===== src/hw/rtl/dltq_pkg.sv =====
// ----------------------------------------------------------------------------
// dltq_pkg
// Shared constants, codes and types of the delta-list timer queue.
// ----------------------------------------------------------------------------
package dltq_pkg;

	localparam int QUEUE_DEPTH = 16;
	localparam int MAX_RELEASE = 16;

	localparam int TASK_W  = 8;
	localparam int DELAY_W = 32;
	localparam int COUNT_W = $clog2(QUEUE_DEPTH + 1);
	localparam int REL_W   = $clog2(MAX_RELEASE + 1);

	// input item kinds
	localparam logic KIND_ALARM = 1'b0;
	localparam logic KIND_TICK  = 1'b1;

	// result kinds
	localparam logic EVENT_STATUS  = 1'b0;
	localparam logic EVENT_RELEASE = 1'b1;

	typedef enum logic [1:0] {
		STATUS_ACCEPTED = 2'd0,
		STATUS_IGNORED  = 2'd1,
		STATUS_FULL     = 2'd2
	} status_t;

	typedef enum logic [2:0] {
		ST_IDLE,
		ST_WALK,
		ST_RESP,
		ST_DEC,
		ST_REL
	} state_t;

	// alarm request travelling down the chain
	typedef struct packed {
		logic               v;
		logic [DELAY_W-1:0] rem;
		logic [TASK_W-1:0]  task_id;
	} tok_t;

	// commands to a cell; shift_left reaches every cell, dec only the first
	typedef struct packed {
		logic shift_left;
		logic dec;
	} cell_ctl_t;

	// what the controller sees of the front of the list
	typedef struct packed {
		logic [DELAY_W-1:0] delta;
		logic [TASK_W-1:0]  task_id;
		logic [DELAY_W-1:0] nxt_delta;
	} head_t;

endpackage


===== src/hw/rtl/dltq_cell.sv =====
// ----------------------------------------------------------------------------
// dltq_cell
// One list entry: delta and task id, plus a slot for a passing alarm request.
// ----------------------------------------------------------------------------
module dltq_cell import dltq_pkg::*; (
	input  logic               clk,
	input  logic               arst_n,
	input  cell_ctl_t          ctl,
	input  logic               valid,
	input  tok_t               tok_in,
	input  logic               shift_in,
	input  logic [DELAY_W-1:0] carry_in_delta,
	input  logic [TASK_W-1:0]  carry_in_task,
	input  logic [DELAY_W-1:0] nxt_delta,
	input  logic [TASK_W-1:0]  nxt_task,
	output tok_t               tok_out,
	output logic               shift_out,
	output logic [DELAY_W-1:0] carry_delta,
	output logic [TASK_W-1:0]  carry_task,
	output logic [DELAY_W-1:0] delta,
	output logic [TASK_W-1:0]  task_id,
	output logic               tok_busy
);

	logic               tok_v_q;
	logic [DELAY_W-1:0] tok_rem_q;
	logic [TASK_W-1:0]  tok_task_q;
	logic [DELAY_W-1:0] delta_q;
	logic [TASK_W-1:0]  task_q;
	logic               pass;
	logic               ins;

	// request moves on while its delay is at least this entry's delta
	assign pass = tok_v_q && valid && (tok_rem_q >= delta_q);
	assign ins  = tok_v_q && !pass;

	assign tok_out.v       = pass;
	assign tok_out.rem     = tok_rem_q - delta_q;
	assign tok_out.task_id = tok_task_q;

	assign shift_out   = ins || shift_in;
	assign carry_delta = ins ? (delta_q - tok_rem_q) : delta_q;
	assign carry_task  = task_q;

	assign delta    = delta_q;
	assign task_id  = task_q;
	assign tok_busy = tok_v_q;

	always_ff @(posedge clk or negedge arst_n) begin
		if (!arst_n) begin
			tok_v_q <= 1'b0;
		end else begin
			tok_v_q <= tok_in.v;
		end
	end

	always_ff @(posedge clk) begin
		tok_rem_q  <= tok_in.rem;
		tok_task_q <= tok_in.task_id;
		priority if (ins) begin
			delta_q <= tok_rem_q;
			task_q  <= tok_task_q;
		end else if (shift_in) begin
			delta_q <= carry_in_delta;
			task_q  <= carry_in_task;
		end else if (ctl.shift_left) begin
			delta_q <= nxt_delta;
			task_q  <= nxt_task;
		end else if (ctl.dec) begin
			delta_q <= delta_q - DELAY_W'(1);
		end
	end

endmodule


===== src/hw/rtl/dltq_ctrl.sv =====
// ----------------------------------------------------------------------------
// dltq_ctrl
// Sequencer: takes items, drives the cell chain, keeps the entry count and
// the output register.
// ----------------------------------------------------------------------------
module dltq_ctrl import dltq_pkg::*; (
	input  logic               clk,
	input  logic               arst_n,
	input  logic               in_valid,
	output logic               in_ready,
	input  logic               in_kind,
	input  logic [TASK_W-1:0]  in_task,
	input  logic [DELAY_W-1:0] in_delay,
	input  head_t              head,
	input  logic               ins_done,
	output tok_t               tok_inj,
	output cell_ctl_t          ctl,
	output logic [COUNT_W-1:0] count,
	output logic               out_valid,
	input  logic               out_ready,
	output logic               out_event,
	output logic [TASK_W-1:0]  out_task,
	output status_t            out_status,
	output logic               out_last
);

	state_t             state_q, state_d;
	logic [COUNT_W-1:0] count_q;
	logic [REL_W-1:0]   rel_cnt_q;
	status_t            status_q;
	logic               out_valid_q;
	logic               out_event_q;
	logic [TASK_W-1:0]  out_task_q;
	status_t            out_status_q;
	logic               out_last_q;

	logic accept;
	logic full;
	logic out_free;
	logic can_rel;
	logic rel_last;
	logic load_rel;
	logic load_resp;

	assign accept   = in_valid && in_ready;
	assign full     = (count_q == COUNT_W'(QUEUE_DEPTH));
	assign out_free = !out_valid_q || out_ready;
	assign can_rel  = (count_q != '0) && (head.delta == '0)
		&& (rel_cnt_q != REL_W'(MAX_RELEASE));
	assign rel_last = (count_q == COUNT_W'(1)) || (head.nxt_delta != '0)
		|| (rel_cnt_q == REL_W'(MAX_RELEASE - 1));

	always_comb begin
		state_d = state_q;
		unique case (state_q)
			ST_IDLE: begin
				if (accept) begin
					if (in_kind == KIND_TICK) begin
						state_d = (count_q == '0) ? ST_IDLE : ST_DEC;
					end else if (in_delay == '0 || full) begin
						state_d = ST_RESP;
					end else begin
						state_d = ST_WALK;
					end
				end
			end
			ST_WALK: begin
				if (ins_done) state_d = ST_RESP;
			end
			ST_RESP: begin
				if (out_free) state_d = ST_IDLE;
			end
			ST_DEC: begin
				state_d = ST_REL;
			end
			ST_REL: begin
				if (!can_rel) begin
					state_d = ST_IDLE;
				end else if (out_free && rel_last) begin
					state_d = ST_IDLE;
				end
			end
			default: state_d = ST_IDLE;
		endcase
	end

	always_comb begin
		in_ready        = (state_q == ST_IDLE);
		tok_inj.v       = accept && (in_kind == KIND_ALARM) && (in_delay != '0) && !full;
		tok_inj.rem     = in_delay;
		tok_inj.task_id = in_task;
		ctl.dec         = (state_q == ST_DEC) && (head.delta != '0);
		load_rel        = (state_q == ST_REL) && can_rel && out_free;
		ctl.shift_left  = load_rel;
		load_resp       = (state_q == ST_RESP) && out_free;
	end

	always_ff @(posedge clk or negedge arst_n) begin
		if (!arst_n) begin
			state_q     <= ST_IDLE;
			count_q     <= '0;
			rel_cnt_q   <= '0;
			status_q    <= STATUS_ACCEPTED;
			out_valid_q <= 1'b0;
		end else begin
			state_q <= state_d;
			if (ins_done) begin
				count_q <= count_q + COUNT_W'(1);
			end else if (load_rel) begin
				count_q <= count_q - COUNT_W'(1);
			end
			if (accept) begin
				rel_cnt_q <= '0;
			end else if (load_rel) begin
				rel_cnt_q <= rel_cnt_q + REL_W'(1);
			end
			if (accept && in_kind == KIND_ALARM) begin
				status_q <= (in_delay == '0) ? STATUS_IGNORED : STATUS_FULL;
			end else if (ins_done) begin
				status_q <= STATUS_ACCEPTED;
			end
			if (load_rel || load_resp) begin
				out_valid_q <= 1'b1;
			end else if (out_ready) begin
				out_valid_q <= 1'b0;
			end
		end
	end

	always_ff @(posedge clk) begin
		if (load_rel) begin
			out_event_q  <= EVENT_RELEASE;
			out_task_q   <= head.task_id;
			out_status_q <= STATUS_ACCEPTED;
			out_last_q   <= rel_last;
		end else if (load_resp) begin
			out_event_q  <= EVENT_STATUS;
			out_task_q   <= '0;
			out_status_q <= status_q;
			out_last_q   <= 1'b1;
		end
	end

	assign count      = count_q;
	assign out_valid  = out_valid_q;
	assign out_event  = out_event_q;
	assign out_task   = out_task_q;
	assign out_status = out_status_q;
	assign out_last   = out_last_q;

endmodule


===== src/hw/rtl/delta_list_timer_queue_unit.sv =====
// ----------------------------------------------------------------------------
// delta_list_timer_queue_unit
// Timer queue held as a delta list in a row of entry cells.
// ----------------------------------------------------------------------------
// Input stream: tuser = kind (0 alarm request, 1 tick), tdata = task id and
// delay. Output stream: tuser = 0 for a request status, 1 for a released
// task; tdata = task id and status; tlast marks the last result of an item.
// An alarm request is passed into the first cell and moves one cell per
// cycle until its delay falls below the entry there or it meets an unused
// cell; it then takes that cell while the rest of the row moves one place
// down in the same cycle. A zero delay or a full queue only gives a status.
// A tick on an empty queue gives no result; otherwise it decrements a nonzero
// head delta, then releases up to MAX_RELEASE tasks whose delta is zero, the
// row moving up one place per release, and gives no result if none is due.
// One item is worked on at a time; the next is taken once the last result of
// the previous one is in the output register, or once a tick without result
// is done. Reset empties the queue at once and clears the output valid flag.
// While the receiver stalls the output register holds its result and the
// release sequence waits.
// ----------------------------------------------------------------------------
module delta_list_timer_queue_unit import dltq_pkg::*; (
	input  logic        clk,
	input  logic        arst_n,
	input  logic        s_axis_tvalid,
	output logic        s_axis_tready,
	input  logic [39:0] s_axis_tdata,   // task_id[7:0], delay_ticks[39:8]
	input  logic        s_axis_tuser,   // kind
	output logic        m_axis_tvalid,
	input  logic        m_axis_tready,
	output logic [15:0] m_axis_tdata,   // released_task[7:0], status[9:8], zero[15:10]
	output logic        m_axis_tuser,   // event_res
	output logic        m_axis_tlast    // last
);

	tok_t               tok_l    [QUEUE_DEPTH+1];
	logic               sh       [QUEUE_DEPTH+1];
	logic [DELAY_W-1:0] carry_d  [QUEUE_DEPTH+1];
	logic [TASK_W-1:0]  carry_t  [QUEUE_DEPTH+1];
	logic [DELAY_W-1:0] delta_c  [QUEUE_DEPTH];
	logic [TASK_W-1:0]  task_c   [QUEUE_DEPTH];
	logic [DELAY_W-1:0] nxt_d    [QUEUE_DEPTH];
	logic [TASK_W-1:0]  nxt_t    [QUEUE_DEPTH];
	logic [QUEUE_DEPTH-1:0] tok_busy;

	tok_t               tok_inj;
	cell_ctl_t          ctl;
	logic [COUNT_W-1:0] count;
	head_t              head;
	status_t            out_status;
	logic               ins_done;

	assign tok_l[0]   = tok_inj;
	assign sh[0]      = 1'b0;
	assign carry_d[0] = '0;
	assign carry_t[0] = '0;
	// insertion anywhere ends in a shift flag leaving the last cell
	assign ins_done   = sh[QUEUE_DEPTH];

	for (genvar i = 0; i < QUEUE_DEPTH; i++) begin : g_cell
		cell_ctl_t cctl;
		logic      valid;

		assign cctl.shift_left = ctl.shift_left;
		assign cctl.dec        = (i == 0) ? ctl.dec : 1'b0;
		assign valid           = (COUNT_W'(i) < count);

		if (i < QUEUE_DEPTH - 1) begin : g_nxt
			assign nxt_d[i] = delta_c[i+1];
			assign nxt_t[i] = task_c[i+1];
		end else begin : g_end
			assign nxt_d[i] = '0;
			assign nxt_t[i] = '0;
		end

		dltq_cell u_cell (
			.clk            (clk),
			.arst_n         (arst_n),
			.ctl            (cctl),
			.valid          (valid),
			.tok_in         (tok_l[i]),
			.shift_in       (sh[i]),
			.carry_in_delta (carry_d[i]),
			.carry_in_task  (carry_t[i]),
			.nxt_delta      (nxt_d[i]),
			.nxt_task       (nxt_t[i]),
			.tok_out        (tok_l[i+1]),
			.shift_out      (sh[i+1]),
			.carry_delta    (carry_d[i+1]),
			.carry_task     (carry_t[i+1]),
			.delta          (delta_c[i]),
			.task_id        (task_c[i]),
			.tok_busy       (tok_busy[i])
		);
	end

	assign head.delta     = delta_c[0];
	assign head.task_id   = task_c[0];
	assign head.nxt_delta = nxt_d[0];

	dltq_ctrl u_ctrl (
		.clk        (clk),
		.arst_n     (arst_n),
		.in_valid   (s_axis_tvalid),
		.in_ready   (s_axis_tready),
		.in_kind    (s_axis_tuser),
		.in_task    (s_axis_tdata[7:0]),
		.in_delay   (s_axis_tdata[39:8]),
		.head       (head),
		.ins_done   (ins_done),
		.tok_inj    (tok_inj),
		.ctl        (ctl),
		.count      (count),
		.out_valid  (m_axis_tvalid),
		.out_ready  (m_axis_tready),
		.out_event  (m_axis_tuser),
		.out_task   (m_axis_tdata[7:0]),
		.out_status (out_status),
		.out_last   (m_axis_tlast)
	);

	assign m_axis_tdata[9:8]   = out_status;
	assign m_axis_tdata[15:10] = '0;

	a_count_range: assert property (@(posedge clk) disable iff (!arst_n)
		count <= COUNT_W'(QUEUE_DEPTH))
		else $error("entry count above queue depth");

	a_idle_no_walk: assert property (@(posedge clk) disable iff (!arst_n)
		s_axis_tready |-> (tok_busy == '0))
		else $error("request still in chain while taking input");

	a_one_request: assert property (@(posedge clk) disable iff (!arst_n)
		$onehot0(tok_busy))
		else $error("more than one request in chain");

	a_insert_busy: assert property (@(posedge clk) disable iff (!arst_n)
		ins_done |-> !s_axis_tready && !ctl.shift_left)
		else $error("insertion while idle or releasing");

endmodule


===== config.mk =====
export PLATFORM = sky130hd
export DESIGN_NAME = delta_list_timer_queue_unit
export DESIGN_NICKNAME = d
export VERILOG_FILES = /design/src/hw/rtl/dltq_pkg.sv /design/src/hw/rtl/dltq_cell.sv /design/src/hw/rtl/dltq_ctrl.sv /design/src/hw/rtl/delta_list_timer_queue_unit.sv
export SDC_FILE = /design/constraint.sdc
export NUM_CORES = 2
export LEC_CHECK = 0
export ABC_CLOCK_PERIOD_IN_PS = 4700
export BUFFER_PORTS_ARGS = -buffer_cell sky130_fd_sc_hd__buf_4
export CORE_MARGIN = 3
export CORE_UTILIZATION = 55
export CTS_BUF_LIST = sky130_fd_sc_hd__clkbuf_16
export DETAILED_ROUTE_END_ITERATION = 8
export HOLD_SLACK_MARGIN = 0.15
export MAX_ROUTING_LAYER = met4
export PLACE_DENSITY = 0.73
export SLEW_MARGIN = 20
export SYNTH_ARGS = -nofsm -noshare
export SYNTH_HDL_FRONTEND = slang
export SYNTH_SLANG_ARGS = --single-unit

===== constraint.sdc =====
create_clock -name clk -period 4.7 [get_ports clk]
set_input_delay 0.94 -clock clk [delete_from_list [all_inputs] [get_ports clk]]
set_output_delay 0.94 -clock clk [all_outputs]
set_load 0.02 [all_outputs]

# After elaboration in Yosys (flattened, before gate mapping)
# Index checks and enable logic that the tools add are counted.
# totals
wordCells	427
ff_bits	1324
# classes
bitwise	1
n_eq_ne	12
n_lt_le_gt_ge	32
add_sub_neg	34
mux	131
n_reduce_logical	128
# op_table
cell	count
$mux W32	62
$sub A32 B32 Y32	30
$ge A32 B32 Y1	16
$mux W8	49
$reduce_bool A32 Y1	3
$logic_not A32 Y1	2
$logic_and A1 B1 Y1	59
$reduce_bool A3 Y1	16
$lt A4 B5 Y1 const A	8
$sub A32 B1 Y32 const B	1
$logic_or A1 B1 Y1	20
$lt A3 B5 Y1 const A	4
$mux W5	4
$logic_not A1 Y1	18
$mux W3	6
$pmux W3 S5	1
$reduce_bool A2 Y1	6
$add A5 B1 Y5 const B	2
$lt A1 B5 Y1 const A	2
$lt A2 B5 Y1 const A	2
$mux W2	5
$eq A3 B2 Y1 const B	2
$eq A5 B1 Y1 const B	1
$eq A5 B4 Y1 const B	1
other kinds (14)	18

# Longest topological paths before layout
# depth
word_depth	22
ltp_mapped	18

# Cells and area by module
# From an unflattened synthesis, not the netlist that was laid out.
# hier_totals
cells_unflattened	16178
hier_area_um2	126556.4
# modules_own_cells
module	area_each_um2	n_inst	cells_each
dltq_cell at g_cell[11].u_cell ...	7910.1	6	996
dltq_cell at g_cell[2].u_cell ...	7649.8	5	1006
dltq_cell at g_cell[7].u_cell ...	7688.6	3	975
dltq_cell at g_cell[0].u_cell	7935.1	1	1024
dltq_cell at g_cell[10].u_cell	7752.4	1	985
dltq_ctrl	1888.1	1	204
delta_list_timer_queue_unit	205.2	1	34

# Worst setup path before layout
# Ideal clock, no wire load.
# synth_timing
path_kind	register to register
startpoint	register g_cell[10].u_cell.delta_q[0]
endpoint	register g_cell[13].u_cell.task_q[0] (enable)
synth_period_minus_slack_ps	5150
slack_ps	-450
stages_incl_launch_ff	15
n_path_buf	2
t_arrival_ps	4515
setup_time_ps	634
cell_sequence	edfxtp_1 ha_1 fa_1 and4b_1 a211oi_1 o21ai_0 a21oi_1 a211oi_1 nor2_1 nor3_1 nand4_2 clkbuf_1 buf_2 nor2_1 nand3_1
# synth_via
elab_chain_cells	8
# synth_lines
element	line_no	rtl
start, declared	dltq_cell.sv:28	logic [DELAY_W-1:0] delta_q;
start signal, assigned	dltq_cell.sv:61	delta_q <= tok_rem_q;
start signal, assigned	dltq_cell.sv:64	delta_q <= carry_in_delta;
start signal, assigned	dltq_cell.sv:67	delta_q <= nxt_delta;
$ge A32 B32 Y1	dltq_cell.sv:34	assign pass = tok_v_q && valid && (tok_rem_q >= delta_q);
$logic_and A1 B1 Y1	dltq_cell.sv:34	
$logic_not A1 Y1	dltq_cell.sv:35	assign ins = tok_v_q && !pass;
$logic_and A1 B1 Y1	dltq_cell.sv:35	
$logic_or A1 B1 Y1 (3 in a row)	dltq_cell.sv:41	assign shift_out = ins || shift_in;
$reduce_bool A3 Y1 (no source line)	-	
end signal, assigned	dltq_cell.sv:62	task_q <= tok_task_q;
end signal, assigned	dltq_cell.sv:65	task_q <= carry_in_task;
end signal, assigned	dltq_cell.sv:68	task_q <= nxt_task;
end, declared	dltq_cell.sv:29	logic [TASK_W-1:0] task_q;
# No other way between the ends.
# A chain may end at the register's enable or synchronous reset.

==> flow_summary_export.csv <==
group,metric,value,unit
status,status,"complete, no violations",
job,drv_cap,0,
route,drt.antenna.violating_nets,0,
route,drt-total-wl,357000,µm
clock_tree,clockBufferDepth,3,
yosys,ys_ff_latch,1324,
placement,hpwl,283000,µm
placement,pre_cts_slack,-0.0172,ns
global_route,grt_pass1_vias,91100,
final_layout,nNetsFinal,13400,
min_path,min_from,"s_axis_tdata[30]",
worst_setup_path,crit_start,"g_cell[8].u_cell.delta[1]",
yosys,synth_top_area_cell,"edfxtp_1",
route,vias,92400,
worst_setup_path,cp.required,5.40,ns
clock_tree,htreeDepth,4,
global_route,grtUsageTotal,0.370,
final_layout,drive_gt1_frac,0.0815,
clock_tree,cts_tree,"built",
yosys,syn_area,102000,µm²
power,ir_worst_vdd,0.580,mV
worst_setup_path,reg2regPathDepth,14,
min_path,hold_class,"in -> reg",
worst_setup_path,arrival,5.34,ns
worst_setup_path,worstReg2RegStart,"g_cell[8].u_cell.delta[1]",
worst_setup_path,cp_max_fo,4,
route,dr.pass1.iters,7,
placement,port_buffers,58,
floorplan,initial_core_util,0.556,
clock_tree,clock_latency,0.83,ns
timing,maxSlewViolCount,0,
global_route,antenna_found_initial,6,
yosys,yosys_most_used_dff,"edfxtp_1",
yosys,synth_seq_area_share,0.325,
yosys,yosys_warnings,0,
yosys,synth_area_leaders,"edfxtp_1 (19%), dfxtp_1 (13%), ha_1 (12%)",
timing,slew_headroom,0.244,
global_route,grt_pass1_wl,539000,µm
floorplan,dieArea,191000,µm²
route,drt_iter0_drc,9267,
floorplan,rows,157,
timing,skew,0.0371,ns
clock_tree,cts_made_buffers,155,
clock_tree,path_clk_slew,0.06,ns
final_layout,final_cell_area,113000,µm²
floorplan,ios,65,
route,viasPerCell,6.19,
timing,finalSetupViolCount,0,
power,p_leak,50.9,nW
yosys,synthArstFlopShare,0.0242,
final_layout,area_growth_syn_to_layout,10.5,%
global_route,grt_max_degree,84,
floorplan,die_x,437,µm
worst_setup_path,critPathLaunchType,"flip-flop",
final_layout,fill_cells,16400,
timing,period_needed,4.65,ns
placement,gp_congestion,0.980,
final_layout,fin_util,0.614,
timing,clock.fmax,0.215,GHz
yosys,avgSynthCellArea,8.30,µm²
clock_tree,clock-sinks,1324,
floorplan,die_height,437,µm
worst_setup_path,crit_type,"reg -> reg",
yosys,synth_top_area_share,0.191,
yosys,yosysUniqueCellTypes,97,
timing,finalHoldViolCount,0,
placement,dpl_cell_area,108000,µm²
final_layout,layout_common_cells,"inv_1 (1234), a21oi_1 (1102), ha_1 (981), o21ai_0 (911), nand2_1 (905)",
floorplan,core_area,184000,µm²
power,power_density,825,nW/µm²
yosys,synthCells,12300,
timing,min_period_over_period,0.989,
route,wire_per_inst,23.9,µm
worst_setup_path,end_kind,"flip-flop",
final_layout,final_common_cell,"inv_1",
timing,worst_pin_slew,1.13,ns
min_path,holdPathStages,1,
route,route.detailed.drc,0,
timing,final.hold.worst_slack,0.228,ns
clock_tree,cts_root_buf,"clkbuf_16",
timing,fin_ws,0.0521,ns
global_route,gr-total-overflow,0,
yosys,synth_edf_count,649,
## through the flow
step                      total power [mW]  instances  setup TNS (ns)
final                                 93.2      14900               0
after global placement                78.6      14600               0
after global routing                  99.1      14900        -0.00199
after CTS                             91.8      14900               0
after detailed placement              79.1      14600          -0.335
after floorplan                       60.6      12300          -44.37
## worst paths after layout
path | to | slack [ns]
setup / recovery | g_cell[9].u_cell.tok_rem_q[31] | 0.05
hold / removal | g_cell[0].u_cell.tok_rem_q[22] | 0.23
setup reg to reg | g_cell[9].u_cell.tok_rem_q[31] | 0.05
hold reg to reg | g_cell[8].u_cell.tok_task_q[4] | 0.33
max in group asynchronous | g_cell[7].u_cell.tok_busy | 3.52
min in group asynchronous | u_ctrl.rel_cnt_q[2] | 0.70
## report_power, final
group / internal, mW / switching (mW) / leakage [nW] / total, mW
registers: 17.1 / 3.50 / 11.8 / 20.7
clock network: 6.89 / 5.41 / 2.55 / 12.3
logic: 23.9 / 36.3 / 36.5 / 60.2
## cells by family after synthesis
| kind of cell | Yosys count | synth area share |
|---|---|---|
| AO/OA/AOI/OAI | 4096 | 0.255 |
| XOR/XNOR | 842 | 0.0722 |
| adder cells (fa/ha/maj) | 1015 | 0.126 |
| buffers and inverters | 1984 | 0.0746 |
| flip-flops | 1324 | 0.325 |
| multiplexers | 185 | 0.0182 |
| other | 1 | 0.0000367 |
| AND/OR/NAND/NOR | 2858 | 0.129 |
## routing by layer
metal / routed length [µm] / GRT usage / share of wire / vias to the layer above
li1: - / - / - / 43500
met1: 141000 / 0.432 / 0.40 / 44400
met2: 170000 / 0.611 / 0.48 / 3606
met3: 27200 / 0.0787 / 0.076 / 925
met4: 18400 / 0.164 / 0.052 / 0
met5: 0 / - / 0 / -
## critical path, cell delays in order (launching register included)
cell	delay, ns
edfxtp_1	0.58
buf_4	0.30
inv_1	0.12
ha_1	0.32
nor2b_1	0.13
o21a_1	0.17
o21ai_0	0.14
a2111oi_0	0.77
o21ai_0	0.35
o21ai_0	0.54
a21oi_1	0.21
a21oi_1	0.29
a221o_1	0.32
mux2i_1	0.22
nand2_1	0.08
## timing repair
action                                  4_1_cts  5_1_grt
gates resized for setup                       2       24
setup buffers                                 0        3
gates cloned                                  0        1
pin swaps                                     0        2
hold buffers                                  1        0
endpoints found under the setup margin       78      741
hold endpoints to repair                     14        0
## synthesized netlist by cell type, types with 53 or more instances
library cell     n
inv_1         1212
or3_1           64
nand2b_1       107
nor2_1         842
a211oi_1       174
a21oi_1       1105
edfxtp_1       649
nor3_1         174
o21a_1         128
buf_2           87
o211ai_1       243
ha_1           985
dfxtp_1        643
xor2_1         248
nand2_1        918
and2_1          54
a31oi_1        159
o22ai_1        111
nand4_1        119
xnor2_1        594
a221oi_1        74
mux2i_1        177
o31ai_1         73
o21ai_0        914
nand3_1        195
a21o_1         534
o21bai_1       149
nor2b_1        118
a22o_1          53
clkbuf_1       628
and3_1          92
nor4_1          54
## state kept, by name, summed over array words and instances, names as in the netlist
| register | count |
|---|---|
| g_cell.u_cell.carry_task | 128 |
| g_cell.u_cell.delta | 512 |
| g_cell.u_cell.tok_busy | 16 |
| g_cell.u_cell.tok_rem_q | 512 |
| g_cell.u_cell.tok_task_q | 128 |
| u_ctrl.count | 5 |
| u_ctrl.out_event | 1 |
| u_ctrl.out_last | 1 |
| u_ctrl.out_status | 2 |
| u_ctrl.out_task | 8 |
| u_ctrl.out_valid | 1 |
| u_ctrl.rel_cnt_q | 5 |
| u_ctrl.state_q | 3 |
| u_ctrl.status_q | 2 |
## layout make-up
class	count	area, µm²	area share
repair buffers	626	5290	0.0468
diodes	5	12.5	0.000111
well taps	2464	3080	0.0273
clock inverters	134	1180	0.0104
multi-input cells	9002	61700	0.547
clock buffers	156	3900	0.0346
flip-flops and latches	1324	33200	0.294
inverters	1214	4560	0.0404
Note: power is estimated with default switching activity, not from simulation.
